$ cat src/hw/rtl/tui_pkg.sv
// ----------------------------------------------------------------------------
// tui_pkg
// Shared types and constants of the trajectory upsample interpolator.
// ----------------------------------------------------------------------------
`timescale 1ns / 1ps
`default_nettype none

package tui_pkg;

  localparam int unsigned SampleWidth = 32;
  localparam int unsigned CfgIndexWidth = 2;

  typedef logic signed [SampleWidth-1:0] sample_t;

  typedef struct packed {
    sample_t sample;
    logic    last;
  } in_item_t;

  typedef struct packed {
    sample_t value;
    logic    interpolated;
    logic    final_res;
  } out_item_t;

  typedef enum logic [CfgIndexWidth-1:0] {
    CfgStartValue   = 2'd0,
    CfgGoalValue    = 2'd1,
    CfgVelocityMode = 2'd2
  } cfg_reg_e;

  typedef enum logic [2:0] {
    SlotMidBefore = 3'd0,
    SlotPrev      = 3'd1,
    SlotMidAfter  = 3'd2,
    SlotSample    = 3'd3,
    SlotMidGoal   = 3'd4
  } slot_e;

  typedef struct packed {
    sample_t x;
    sample_t p1;
    sample_t p2;
    sample_t p3;
    logic    has_prev;
    logic    last;
  } cmd_t;

  typedef struct packed {
    sample_t a;
    sample_t b;
    sample_t c;
    sample_t d;
    logic    pass;
    logic    velocity;
    logic    interpolated;
    logic    final_res;
  } mid_req_t;

endpackage

`default_nettype wire

$ cat src/hw/rtl/tui_fifo.sv
// ----------------------------------------------------------------------------
// tui_fifo
// Small register queue with full and empty flags and a head read port.
// ----------------------------------------------------------------------------
`timescale 1ns / 1ps
`default_nettype none

module tui_fifo #(
  parameter type T = logic,
  parameter int unsigned Depth = 2
) (
  input  wire  clk_i,
  input  wire  rst_ni,
  input  logic push_i,
  input  T     data_i,
  output logic full_o,
  input  logic pop_i,
  output logic empty_o,
  output T     data_o
);

  localparam int unsigned PtrW = $clog2(Depth);
  localparam int unsigned CntW = $clog2(Depth + 1);

  T              mem_q [Depth];
  logic [PtrW-1:0] wptr_q, rptr_q;
  logic [CntW-1:0] count_q;
  logic          do_push, do_pop;

  assign full_o  = (count_q == CntW'(Depth));
  assign empty_o = (count_q == '0);
  assign do_push = push_i && !full_o;
  assign do_pop  = pop_i && !empty_o;
  assign data_o  = mem_q[rptr_q];

  always_ff @(posedge clk_i or negedge rst_ni) begin
    if (!rst_ni) begin
      wptr_q  <= '0;
      rptr_q  <= '0;
      count_q <= '0;
    end else begin
      if (do_push) begin
        wptr_q <= (wptr_q == PtrW'(Depth - 1)) ? '0 : wptr_q + PtrW'(1);
      end
      if (do_pop) begin
        rptr_q <= (rptr_q == PtrW'(Depth - 1)) ? '0 : rptr_q + PtrW'(1);
      end
      count_q <= count_q + CntW'(do_push) - CntW'(do_pop);
    end
  end

  always_ff @(posedge clk_i) begin
    if (do_push) begin
      mem_q[wptr_q] <= data_i;
    end
  end

endmodule

`default_nettype wire

$ cat src/hw/rtl/tui_front.sv
// ----------------------------------------------------------------------------
// tui_front
// Accepts samples, keeps the three-sample window and forms one command per
// sample that produces results.
// ----------------------------------------------------------------------------
`timescale 1ns / 1ps
`default_nettype none

module tui_front (
  input  wire                clk_i,
  input  wire                rst_ni,
  input  logic               accept_i,
  input  tui_pkg::in_item_t  item_i,
  input  tui_pkg::sample_t   start_i,
  output logic               cmd_push_o,
  output tui_pkg::cmd_t      cmd_o
);

  tui_pkg::sample_t oldest_q, middle_q, newest_q;
  logic [1:0]       seen_q;

  always_comb begin
    cmd_o.x        = item_i.sample;
    cmd_o.p1       = (seen_q >= 2'd1) ? newest_q : start_i;
    cmd_o.p2       = (seen_q >= 2'd2) ? middle_q : start_i;
    cmd_o.p3       = (seen_q == 2'd3) ? oldest_q : start_i;
    cmd_o.has_prev = (seen_q != 2'd0);
    cmd_o.last     = item_i.last;
  end

  assign cmd_push_o = accept_i && (cmd_o.has_prev || cmd_o.last);

  always_ff @(posedge clk_i or negedge rst_ni) begin
    if (!rst_ni) begin
      oldest_q <= '0;
      middle_q <= '0;
      newest_q <= '0;
      seen_q   <= '0;
    end else if (accept_i) begin
      if (item_i.last) begin
        oldest_q <= '0;
        middle_q <= '0;
        newest_q <= '0;
        seen_q   <= '0;
      end else begin
        oldest_q <= middle_q;
        middle_q <= newest_q;
        newest_q <= item_i.sample;
        if (seen_q != 2'd3) begin
          seen_q <= seen_q + 2'd1;
        end
      end
    end
  end

endmodule

`default_nettype wire

$ cat src/hw/rtl/tui_midpoint.sv
// ----------------------------------------------------------------------------
// tui_midpoint
// Five-stage pipeline that forms one result per cycle: a passed sample, the
// rounded two-point mean, or the rounded and saturated four-point value.
// ----------------------------------------------------------------------------
`timescale 1ns / 1ps
`default_nettype none

module tui_midpoint (
  input  wire                 clk_i,
  input  wire                 rst_ni,
  input  logic                req_valid_i,
  input  tui_pkg::mid_req_t   req_i,
  output logic                res_valid_o,
  output tui_pkg::out_item_t  res_o
);

  localparam int unsigned SW  = tui_pkg::SampleWidth;
  localparam int unsigned NW  = SW + 9;
  localparam int unsigned MW  = SW + 4;
  localparam int unsigned UW  = SW + 3;
  localparam int unsigned LoW = UW / 2;
  localparam int unsigned HiW = UW - LoW;
  localparam int unsigned PW  = 2 * UW;

  localparam logic [UW:0]            PowU    = {1'b1, {UW{1'b0}}};
  localparam logic [UW-1:0]          Recip   = UW'(PowU / 5);
  localparam logic signed [MW-1:0]   ClampHi = $signed((MW'(5) << (SW - 1)) - MW'(1));
  localparam logic signed [MW-1:0]   ClampLo = ~ClampHi;

  typedef struct packed {
    tui_pkg::sample_t fast;
    logic             use_fast;
    logic             interpolated;
    logic             final_res;
  } tag_t;

  logic signed [SW:0]    sum_bc, sum_ad, bc_inc;
  logic signed [NW-1:0]  bc_ext, ad_ext, num;
  tag_t                  tag0;

  logic                  v1_q, v2_q, v3_q, v4_q, v5_q;
  logic [NW-1:0]         num1_q;
  tag_t                  tag1_q, tag2_q, tag3_q, tag4_q;
  logic [UW-1:0]         u2_q, u3_q, u4_q;
  logic [LoW+UW-1:0]     plo3_q;
  logic [HiW+UW-1:0]     phi3_q;
  logic [SW-1:0]         q4_q;
  tui_pkg::out_item_t    res_q;

  logic signed [MW-1:0]  quo, clamped;
  logic [MW-1:0]         shifted;
  logic [LoW+UW-1:0]     plo;
  logic [HiW+UW-1:0]     phi;
  logic [PW-1:0]         prod;
  logic [UW-1:0]         q_times5, rem;
  logic [SW-1:0]         q_fix;
  tui_pkg::sample_t      acc_value;

  assign sum_bc = {req_i.b[SW-1], req_i.b} + {req_i.c[SW-1], req_i.c};
  assign sum_ad = {req_i.a[SW-1], req_i.a} + {req_i.d[SW-1], req_i.d};
  assign bc_inc = sum_bc + (SW + 1)'(1);
  assign bc_ext = {{(NW - SW - 1){sum_bc[SW]}}, sum_bc};
  assign ad_ext = {{(NW - SW - 1){sum_ad[SW]}}, sum_ad};
  assign num    = (bc_ext <<< 6) + (bc_ext <<< 4) + bc_ext - ad_ext + NW'(80);

  always_comb begin
    tag0.fast         = req_i.pass ? req_i.b : bc_inc[SW:1];
    tag0.use_fast     = req_i.pass || req_i.velocity;
    tag0.interpolated = req_i.interpolated;
    tag0.final_res    = req_i.final_res;
  end

  assign quo     = num1_q[NW-1:5];
  assign clamped = (quo < ClampLo) ? ClampLo : ((quo > ClampHi) ? ClampHi : quo);
  assign shifted = clamped - ClampLo;

  assign plo = u2_q[LoW-1:0] * Recip;
  assign phi = u2_q[UW-1:LoW] * Recip;

  assign prod = {phi3_q, {LoW{1'b0}}} + PW'(plo3_q);

  assign q_times5  = {q4_q, 2'b00} + UW'(q4_q);
  assign rem       = u4_q - q_times5;
  assign q_fix     = q4_q + SW'(rem >= UW'(5));
  assign acc_value = {~q_fix[SW-1], q_fix[SW-2:0]};

  always_ff @(posedge clk_i or negedge rst_ni) begin
    if (!rst_ni) begin
      v1_q <= 1'b0;
      v2_q <= 1'b0;
      v3_q <= 1'b0;
      v4_q <= 1'b0;
      v5_q <= 1'b0;
    end else begin
      v1_q <= req_valid_i;
      v2_q <= v1_q;
      v3_q <= v2_q;
      v4_q <= v3_q;
      v5_q <= v4_q;
    end
  end

  always_ff @(posedge clk_i) begin
    num1_q <= num;
    tag1_q <= tag0;
    u2_q   <= shifted[UW-1:0];
    tag2_q <= tag1_q;
    plo3_q <= plo;
    phi3_q <= phi;
    u3_q   <= u2_q;
    tag3_q <= tag2_q;
    q4_q   <= prod[UW+SW-1:UW];
    u4_q   <= u3_q;
    tag4_q <= tag3_q;
    res_q.value        <= tag4_q.use_fast ? tag4_q.fast : acc_value;
    res_q.interpolated <= tag4_q.interpolated;
    res_q.final_res    <= tag4_q.final_res;
  end

  assign res_valid_o = v5_q;
  assign res_o       = res_q;

endmodule

`default_nettype wire

$ cat src/hw/rtl/tui_back.sv
// ----------------------------------------------------------------------------
// tui_back
// Walks the result slots of each queued command, one slot per cycle, and
// issues them to the midpoint pipeline against credits of the output queue.
// ----------------------------------------------------------------------------
`timescale 1ns / 1ps
`default_nettype none

module tui_back #(
  parameter int unsigned OutDepth = 8
) (
  input  wire                clk_i,
  input  wire                rst_ni,
  input  logic               cmd_empty_i,
  input  tui_pkg::cmd_t      cmd_i,
  output logic               cmd_pop_o,
  input  tui_pkg::sample_t   goal_i,
  input  logic               velocity_i,
  input  logic               out_pop_i,
  output logic               req_valid_o,
  output tui_pkg::mid_req_t  req_o
);

  localparam int unsigned CntW = $clog2(OutDepth + 1);

  tui_pkg::slot_e    slot, start_slot, end_slot, slot_q;
  logic              busy_q, issue, req_valid_q;
  logic [CntW-1:0]   reserved_q, reserved_d;
  tui_pkg::mid_req_t req, req_q;

  assign start_slot = cmd_i.has_prev ? tui_pkg::SlotMidBefore : tui_pkg::SlotMidAfter;
  assign end_slot   = cmd_i.last ? tui_pkg::SlotMidGoal : tui_pkg::SlotPrev;
  assign slot       = busy_q ? slot_q : start_slot;
  assign issue      = !cmd_empty_i && (reserved_q < CntW'(OutDepth));
  assign cmd_pop_o  = issue && (slot == end_slot);
  assign reserved_d = reserved_q + CntW'(issue) - CntW'(out_pop_i);

  always_comb begin
    req.a            = cmd_i.p1;
    req.b            = cmd_i.p1;
    req.c            = cmd_i.x;
    req.d            = goal_i;
    req.pass         = 1'b0;
    req.velocity     = velocity_i;
    req.interpolated = 1'b1;
    req.final_res    = 1'b0;
    unique case (slot)
      tui_pkg::SlotMidBefore: begin
        req.a = cmd_i.p3;
        req.b = cmd_i.p2;
        req.c = cmd_i.p1;
        req.d = cmd_i.x;
      end
      tui_pkg::SlotPrev: begin
        req.b            = cmd_i.p1;
        req.pass         = 1'b1;
        req.interpolated = 1'b0;
      end
      tui_pkg::SlotMidAfter: begin
        req.a = cmd_i.p2;
        req.b = cmd_i.p1;
        req.c = cmd_i.x;
        req.d = goal_i;
      end
      tui_pkg::SlotSample: begin
        req.b            = cmd_i.x;
        req.pass         = 1'b1;
        req.interpolated = 1'b0;
      end
      tui_pkg::SlotMidGoal: begin
        req.a         = cmd_i.p1;
        req.b         = cmd_i.x;
        req.c         = goal_i;
        req.d         = goal_i;
        req.final_res = 1'b1;
      end
      default: begin
        req.pass = 1'b1;
      end
    endcase
  end

  always_ff @(posedge clk_i or negedge rst_ni) begin
    if (!rst_ni) begin
      busy_q      <= 1'b0;
      slot_q      <= tui_pkg::SlotMidBefore;
      reserved_q  <= '0;
      req_valid_q <= 1'b0;
    end else begin
      reserved_q  <= reserved_d;
      req_valid_q <= issue;
      if (issue) begin
        if (slot == end_slot) begin
          busy_q <= 1'b0;
        end else begin
          busy_q <= 1'b1;
          slot_q <= tui_pkg::slot_e'(slot + 3'd1);
        end
      end
    end
  end

  always_ff @(posedge clk_i) begin
    if (issue) begin
      req_q <= req;
    end
  end

  assign req_valid_o = req_valid_q;
  assign req_o       = req_q;

endmodule

`default_nettype wire

$ cat src/hw/rtl/trajectory_upsample_interpolator_core.sv
// ----------------------------------------------------------------------------
// trajectory_upsample_interpolator_core
// Twice-dense four-point interpolating upsampler for one joint's trajectory.
// ----------------------------------------------------------------------------
// Samples are taken one per cycle, while the short command queue is not full,
// and each command is expanded by the back sequencer into its results at one
// result per cycle while output queue credits remain, so a sample in
// mid-trajectory yields two results and a sample marked last up to five. The
// sequencer issue slot is the limit; the issue register, the midpoint pipeline
// and the output queue lie between a command reaching the queue head and its
// first result becoming visible. Configuration writes are always accepted.
`timescale 1ns / 1ps
`default_nettype none

module trajectory_upsample_interpolator_core #(
  parameter int unsigned CmdDepth = 2,
  parameter int unsigned OutDepth = 8
) (
  input  wire                                     clk_i,
  input  wire                                     rst_ni,
  input  logic                                    push,
  output logic                                    full,
  input  tui_pkg::in_item_t                       in_i,
  output logic                                    empty,
  input  logic                                    pop,
  output tui_pkg::out_item_t                      out_o,
  input  logic                                    cfg_valid,
  output logic                                    cfg_ready,
  input  logic [tui_pkg::CfgIndexWidth-1:0]       cfg_index_i,
  input  tui_pkg::sample_t                        cfg_data_i
);

  tui_pkg::sample_t   start_q, goal_q;
  logic               velocity_q;
  logic               accept, cmd_push, cmd_full, cmd_empty, cmd_pop;
  tui_pkg::cmd_t      cmd_in, cmd_head;
  logic               req_valid, res_valid, out_full, out_pop;
  tui_pkg::mid_req_t  req;
  tui_pkg::out_item_t res;

  assign cfg_ready = 1'b1;
  assign full      = cmd_full;
  assign accept    = push && !cmd_full;
  assign out_pop   = pop && !empty;

  always_ff @(posedge clk_i or negedge rst_ni) begin
    if (!rst_ni) begin
      start_q    <= '0;
      goal_q     <= '0;
      velocity_q <= 1'b0;
    end else if (cfg_valid && cfg_ready) begin
      unique case (tui_pkg::cfg_reg_e'(cfg_index_i))
        tui_pkg::CfgStartValue:   start_q    <= cfg_data_i;
        tui_pkg::CfgGoalValue:    goal_q     <= cfg_data_i;
        tui_pkg::CfgVelocityMode: velocity_q <= cfg_data_i[0];
        default: begin
        end
      endcase
    end
  end

  tui_front u_front (
    .clk_i      (clk_i),
    .rst_ni     (rst_ni),
    .accept_i   (accept),
    .item_i     (in_i),
    .start_i    (start_q),
    .cmd_push_o (cmd_push),
    .cmd_o      (cmd_in)
  );

  tui_fifo #(
    .T     (tui_pkg::cmd_t),
    .Depth (CmdDepth)
  ) u_cmd_fifo (
    .clk_i   (clk_i),
    .rst_ni  (rst_ni),
    .push_i  (cmd_push),
    .data_i  (cmd_in),
    .full_o  (cmd_full),
    .pop_i   (cmd_pop),
    .empty_o (cmd_empty),
    .data_o  (cmd_head)
  );

  tui_back #(
    .OutDepth (OutDepth)
  ) u_back (
    .clk_i       (clk_i),
    .rst_ni      (rst_ni),
    .cmd_empty_i (cmd_empty),
    .cmd_i       (cmd_head),
    .cmd_pop_o   (cmd_pop),
    .goal_i      (goal_q),
    .velocity_i  (velocity_q),
    .out_pop_i   (out_pop),
    .req_valid_o (req_valid),
    .req_o       (req)
  );

  tui_midpoint u_midpoint (
    .clk_i       (clk_i),
    .rst_ni      (rst_ni),
    .req_valid_i (req_valid),
    .req_i       (req),
    .res_valid_o (res_valid),
    .res_o       (res)
  );

  tui_fifo #(
    .T     (tui_pkg::out_item_t),
    .Depth (OutDepth)
  ) u_out_fifo (
    .clk_i   (clk_i),
    .rst_ni  (rst_ni),
    .push_i  (res_valid),
    .data_i  (res),
    .full_o  (out_full),
    .pop_i   (pop),
    .empty_o (empty),
    .data_o  (out_o)
  );

  assert property (@(posedge clk_i) disable iff (!rst_ni) res_valid |-> !out_full)
    else $error("Result arrived at a full output queue.");

  assert property (@(posedge clk_i) disable iff (!rst_ni) cmd_push |-> !cmd_full)
    else $error("Command pushed into a full command queue.");

  assert property (@(posedge clk_i) disable iff (!rst_ni)
    (!empty && out_o.final_res) |-> out_o.interpolated)
    else $error("Final transaction is not a midpoint.");

endmodule

`default_nettype wire
$ cat config.mk
export PLATFORM = sky130hd
export DESIGN_NAME = trajectory_upsample_interpolator_core
export DESIGN_NICKNAME = d
export VERILOG_FILES = /design/src/hw/rtl/tui_pkg.sv /design/src/hw/rtl/tui_fifo.sv /design/src/hw/rtl/tui_front.sv /design/src/hw/rtl/tui_midpoint.sv /design/src/hw/rtl/tui_back.sv /design/src/hw/rtl/trajectory_upsample_interpolator_core.sv
export SDC_FILE = /design/constraint.sdc
export NUM_CORES = 2
export LEC_CHECK = 0
export CORE_MARGIN = 8
export CORE_UTILIZATION = 30
export CTS_CLUSTER_DIAMETER = 30
export DETAILED_ROUTE_END_ITERATION = 16
export DONT_BUFFER_PORTS = 1
export SETUP_SLACK_MARGIN = 0.1
export SKIP_LAST_GASP = 1
export SYNTH_ARGS = -nofsm -noshare
export SYNTH_HDL_FRONTEND = slang
export SYNTH_SLANG_ARGS = --single-unit
$ cat constraint.sdc
create_clock -name clk_i -period 8.8 [get_ports clk_i]
set_input_delay 0.88 -clock clk_i [delete_from_list [all_inputs] [get_ports clk_i]]
set_output_delay 0.88 -clock clk_i [all_outputs]
set_load 0.01 [all_outputs]
# --- Word level (Yosys, flattened, before mapping) ---
# Memory sizes are Yosys's and may differ from the RTL's.
# Cells that the tools add are included.
# Widths: inputs -> output; s select.
totals:
  register_bits: 775
  ram_bits: 532
  in_bits: 72
  output_inout_bits: 37
  word_cells: 163
  mem_count: 2
classes:
  add_sub_neg: 24
  mul: 2
  n_lt_le_gt_ge: 6
  n_eq_ne: 13
  muxes: 30
  bitwise_logic: 2
  reduce_logical: 28
memory_table:
  columns: ["memory", "depth", "width", "rd", "rd_ports_with_merged_regs", "wr", "line", "source"]
  rows:
  - ["u_out_fifo.mem_q", 8, 34, 1, 0, 1, "tui_fifo.sv:25", "T mem_q [Depth];"]
  - ["u_cmd_fifo.mem_q", 2, 130, 1, 0, 1, "tui_fifo.sv:25", null]
ops:
  columns: ["operator", "n"]
  rows:
  - ["$mux 32", 8]
  - ["$pmux 32 s2", 2]
  - ["$pmux 64 s2", 1]
  - ["$mux 35", 2]
  - ["$add 67x50->67", 1]
  - ["$add 32x32->33", 2]
  - ["$mul 17x33->50 const B", 1]
  - ["$mul 18x33->50 const B", 1]
  - ["$add 40x33->41", 1]
  - ["$add 41x8->41 const B", 1]
  - ["$sub 41x33->41", 1]
  - ["$add 39x37->40", 1]
  - ["$gt 36x35->1 const B", 1]
  - ["$lt 36x35->1 const B", 1]
  - ["$add 34x32->35", 1]
  - ["$ge 35x3->1 const B", 1]
  - ["$sub 35x35->35", 1]
  - ["$sub 35x35->35 const B", 1]
  - ["$add 33x2->33 const B", 1]
  - ["$add 32x1->32", 1]
  - ["$mux 3", 4]
  - ["$mux 1", 10]
  - ["$reduce_and 2->1", 5]
  - ["$add 3x1->3 const B", 3]
  - ["28 further kinds", 53]

# --- Longest topological paths before layout ---
depth:
  depth_word: 7
  depth_mapped: 28
  mapped_depth_nobuf: 28

# --- By module ---
# From an unflattened synthesis, not the netlist that was laid out.
hier_totals:
  hier_cells: 5368
  area_unflattened_um2: 67653.6
modules_own_cells:
  columns: ["module", "instances", "cells_per_inst", "area_each_um2", "seq_area_each_um2"]
  rows:
  - ["tui_midpoint", 1, 3266, 31515.2, 8673.3]
  - ["tui_fifo at u_out_fifo", 1, 453, 11099.4, 8418.1]
  - ["tui_fifo at u_cmd_fifo", 1, 423, 9954.5, 7907.6]
  - ["tui_back", 1, 554, 7153.1, 4189.0]
  - ["tui_front", 1, 529, 5447.7, 2452.4]
  - ["trajectory_upsample_interpolator_core", 1, 143, 2483.6, 1626.6]

# --- Worst setup path before layout ---
# OpenSTA, ideal clock, no wires.
synth_path:
  kind: "input port to flip-flop"
  startpoint: "in push"
  endpoint: "mem u_cmd_fifo.mem_q[0][0] (netlist bit), enable pin"
  setup_time_ps: 621
  t_arrival_ps: 6431
  required_time_ps: 8179
  path_slack_ps: 1747
  cell_stages: 2
  n_path_buf: 0
  cell_sequence: "o211ai_1 nor2_1"
synth_between:
  elab_chain_cells: 5
synth_lines:
  columns: ["element", "line", "source"]
  rows:
  - ["from (decl)", "trajectory_upsample_interpolator_core.sv:21", "input logic push,"]
  - ["$logic_and 1x1->1", "trajectory_upsample_interpolator_core.sv:43", "assign accept = push && !cmd_full;"]
  - ["$logic_and 1x1->1", "tui_front.sv:31", "assign cmd_push_o = accept_i && (cmd_o.has_prev || cmd_o.last);"]
  - ["$logic_and 1x1->1", "tui_fifo.sv:32", "assign do_push = push_i && !full_o;"]
  - ["$mux 1", "tui_fifo.sv:53", "if (do_push) begin"]
  - ["$mux 1 (implied by the code)", "tui_fifo.sv:54", "mem_q[wptr_q] <= data_i;"]
  - ["to (decl)", "tui_fifo.sv:25", null]
# No other way between the ends.

# --- Worst setup path after layout ---
layout_path:
  startpoint: "reg u_back.req_q, in the netlist u_back.req_o[68]"
  endpoint: "reg u_midpoint.num1_q[39]"
layout_between:
  elab_chain_cells: 5
layout_lines:
  columns: ["element", "line", "source"]
  rows:
  - ["from (decl)", "tui_back.sv:29", "tui_pkg::mid_req_t req, req_q;"]
  - ["from (signal assigned)", "tui_back.sv:105", "req_q <= req;"]
  - ["$add 32x32->33 *", "tui_midpoint.sv:60", "assign sum_bc = {req_i.b[SW-1], req_i.b} + {req_i.c[SW-1], req_i.c};"]
  - ["$add 39x37->40", "tui_midpoint.sv:65", "assign num = (bc_ext <<< 6) + (bc_ext <<< 4) + bc_ext - ad_ext + NW'(80);"]
  - ["$add 40x33->41 *", "tui_midpoint.sv:65", null]
  - ["$sub 41x33->41 *", "tui_midpoint.sv:65", null]
  - ["$add 41x8->41 *", "tui_midpoint.sv:65", null]
  - ["net u_midpoint.num[39]", "tui_midpoint.sv:39", "logic signed [NW-1:0] bc_ext, ad_ext, num;"]
  - ["to (signal assigned)", "tui_midpoint.sv:105", "num1_q <= num;"]
  - ["to (decl)", "tui_midpoint.sv:43", "logic [NW-1:0] num1_q;"]
# The timed path passes the listed nets; every way through them passes the cells marked *.
# A chain may end at the register's enable or synchronous reset.

==> key figures <==
Run status
  • Status: finished clean

Flow run
  • Total of max-cap violations: 0

Setup path
  • Worst R2R Setup Slack: between 2 and 2.5 ns
  • FF-to-FF End: u_midpoint.num1_q[39]
  • R2R depth: 24
  • Setup crit start: u_back.req_o[68]
  • Critical path buffer and inverter count: 3
  • Cell Chain, Critical Path: ha_1 -> inv_1 -> fa_1 -> nor2b_1 -> o31a_1 -> o21ai_1 -> a21oi_2 -> a21oi_1 -> o31ai_1 -> a31oi_1 -> xnor2_1 -> ha_1 -> inv_1 -> fa_1 -> inv_1 -> fa_1 -> ha_1 -> a21oi_1 -> nand3_1 -> a211o_1 -> a31oi_1 -> o211ai_1 -> o21ai_0 -> a22oi_1
  • Critical Path AT: 7.47 ns
  • CP Launch Type: flop
  • Cell family with most CP delay: compound AO/OA/AOI/OAI gates
  • Worst path slowest cell: xnor2_1
  • CP max FO: 8
  • Critical Path RT: 9.50 ns
  • Worst Path Class, Setup: flop to flop
  • Critical path's largest stage delay: 0.71 ns
  • R2r startpoint: u_back.req_o[68]
  • Crit end category: flop

Timing
  • Fin. Hold Viols: 0
  • Measured slew at the worst slew-check pin: between 1 and 1.5 ns
  • Fin crit period: about 6.8 ns
  • Clock Skews: 0.0854 ns
  • Unrepaired setup endpoints after global routing: false
  • Final Max Tran Viols: 0
  • Max Fclk: around 150 MHz
  • Setup TNS: 0 ns
  • Setup Viol. Count Final: 0
  • Post-route clock period utilization: 77.0%
  • Worst slew margin: between 20% and 30%
  • Hold slack: between 0.03 and 0.04 ns

Floorplanning
  • Initial core utilization: 30.1%
  • Die width: approximately 480 um
  • # IOs: between 100 and 150
  • Die area: 0.232 mm^2
  • # rows: approximately 170
  • Core ar.: 0.217 mm^2
  • Chip Height: between 400 and 500 um

Synthesis
  • Yosys cell types: 94
  • Async SR Flop Fraction: around 15%
  • Synth top area cells: edfxtp_1 (31%), dfxtp_1 (13%), fa_1 (9.3%)
  • Synth Instances: ~5,300
  • Mapped Area: ~0.065 mm^2
  • Post-synth top area cell: edfxtp_1
  • Post-synth EDFFs: approximately 660
  • Mapped Nets: around 6,100
  • Mean post-synth cell area: 12.3 um^2
  • Register bit count reported by yosys: 1,282
  • Top-area cell type share of the netlist area: a little under a third
  • Most used DFF post-synth: edfxtp_1
  • Seq/Total Area, Yosys: 51.0%
  • Yosys warns: 0

Route
  • # DRC: 0
  • DR vias/cell: 4.65
  • DRT antenna net count: 0
  • DRT Pass-1 Iters: 7
  • Iter 0 DRT Violations: 2,673
  • WL/cell: between 15 and 20 um
  • Total vias in the final route: around 40,000
  • Routed WL: between 100,000 and 150,000 um

GRT
  • Met2 GRT Util: roughly 19%
  • Vias in the first global route: roughly 41,000
  • Pin count of the biggest net entering global routing: 192
  • First-pass GRT wire length: 233,000 um
  • GR peak layer: met2
  • Grt met3 use: approximately 2.8%
  • GR Util met1: a little under a fifth
  • Initial antenna violation count: 15
  • All-Layer GR Usage: 12.6%
  • Overflow after GRT: 0

Final layout
  • Nets: 6,208
  • Final core occ: roughly 35%
  • Ratio of cells with drive above 1 in the final layout: between 10 and 15%
  • Commonest cells after routing, fill and taps aside: edfxtp_1 (664), inv_1 (588), nand2_1 (510), ha_1 (459), dfxtp_1 (426)
  • Synth-to-layout area growth: 17.7%
  • Cell area after layout: around 0.077 mm^2
  • Most common cell after layout, fill and taps aside: edfxtp_1

Placement
  • Post-DP HPWL: 104,000 um
  • RePlAce Congestion: 0.894
  • Placed cell area: between 0.06 and 0.07 mm^2
  • Port Buffer Count: 0

Clocking
  • Total clock sinks: 1,282
  • Root Buffer Master: clkbuf_16
  • Hold-fix buffers, CTS: 1
  • Worst-path clk slew: approximately 0.06 ns
  • Post-CTS setup buffers: 0
  • Htree depth: 4
  • Clock latency on the worst-skew pair: slightly above 0.8 ns
  • CTS resizes: 0
  • CTS Buffer Depth: 3
  • CTS tree: done
  • CTS Buf Count: between 200 and 250

Min path
  • Hold crit path type: input pin to async pin
## sequential cells by signal (all words and copies together) (netlist names), 36 cells and up
name	cells
u_out_fifo.mem_q	272
u_cmd_fifo.mem_q	260
u_back.req_o	132
u_midpoint.phi3_q	47
u_midpoint.num1_q	36
## worst register-to-register path: stages, from the launching register on
cell and delay, ns:
edfxtp_1 0.35, ha_1 0.17, inv_1 0.06, fa_1 0.41, nor2b_1 0.17, o31a_1 0.25, o21ai_1 0.20, a21oi_2 0.31
a21oi_1 0.14, o31ai_1 0.40, a31oi_1 0.16, xnor2_1 0.71, ha_1 0.37, inv_1 0.07, fa_1 0.40, inv_1 0.09
fa_1 0.40, ha_1 0.36, a21oi_1 0.27, nand3_1 0.12, a211o_1 0.36, a31oi_1 0.37, o211ai_1 0.20, o21ai_0 0.22
a22oi_1 0.10
## stage by stage
stage	std cells	setup slack [ns]
after floorplan	5288	1.75
after global placement	7999	2.16
after detailed placement	7999	2.05
after CTS	8426	1.98
after global routing	8426	1.54
final	8434	2.03
## final cells by class
class	instances	area [um^2]
Antenna cell	8	20.0
Sequential cell	1282	33300
Inverter	591	2220
Clock inverter	168	2250
Multi-Input combinational cell	3240	29100
Timing Repair Buffer	33	280
Tap cell	2854	3570
Fill cell	21000	140000
Clock buffer	258	5980
## cell usage after synthesis, types with 23 or more instances
library cell,n
o21bai_1,23
xnor2_1,188
dfrtp_1,191
o21ai_0,349
edfxtp_1,664
nor2_1,132
nand2b_1,24
o32a_1,32
a21oi_1,164
nand4_1,36
xor2_1,65
ha_1,460
clkbuf_1,143
buf_1,28
o22a_1,33
nor3_1,43
dfxtp_1,427
fa_1,303
and3_1,25
nand2_1,515
inv_1,589
nor2b_1,23
mux2i_1,137
nand3_1,61
a21o_1,102
mux4_2,68
o211ai_1,38
mux2_2,198
## routing by layer
layer	wire, um	part of all wire (%)
met1	72300	49
met2	64600	43
met3	8930	6.0
met4	2850	1.9
met5	32	0.022
## kinds of logic (layout without fill, tap and decap cells)
| family | after synthesis | count (layout) | synth area share [%] |
|---|---|---|---|
| fa+ha+maj | 763 | 763 | 18.1 |
| compound gates | 896 | 896 | 8.67 |
| mux | 403 | 403 | 7.87 |
| xor+xnor | 256 | 256 | 3.49 |
| other cells | 1 | 9 | 0.00575 |
| flops | 1282 | 1282 | 51.0 |
| buf+inv | 766 | 1050 | 4.43 |
| simple gates | 921 | 921 | 6.36 |
## worst max path at each step
stage / endpoint / slack [ns] / depth (start not counted)
floorplan: u_cmd_fifo.mem_q[0][0] / 1.75 / 2
global placement: u_midpoint.plo3_q[49] / 2.16 / 21
detailed placement: u_midpoint.plo3_q[45] / 2.05 / 22
CTS: u_midpoint.plo3_q[45] / 1.98 / 22
global route: u_midpoint.res_o[31] / 1.54 / 25
finish: u_midpoint.num1_q[39] / 2.03 / 24
Power is not shown: default switching activity piles up to over one toggle a cycle in this logic, so the estimate is an artifact.
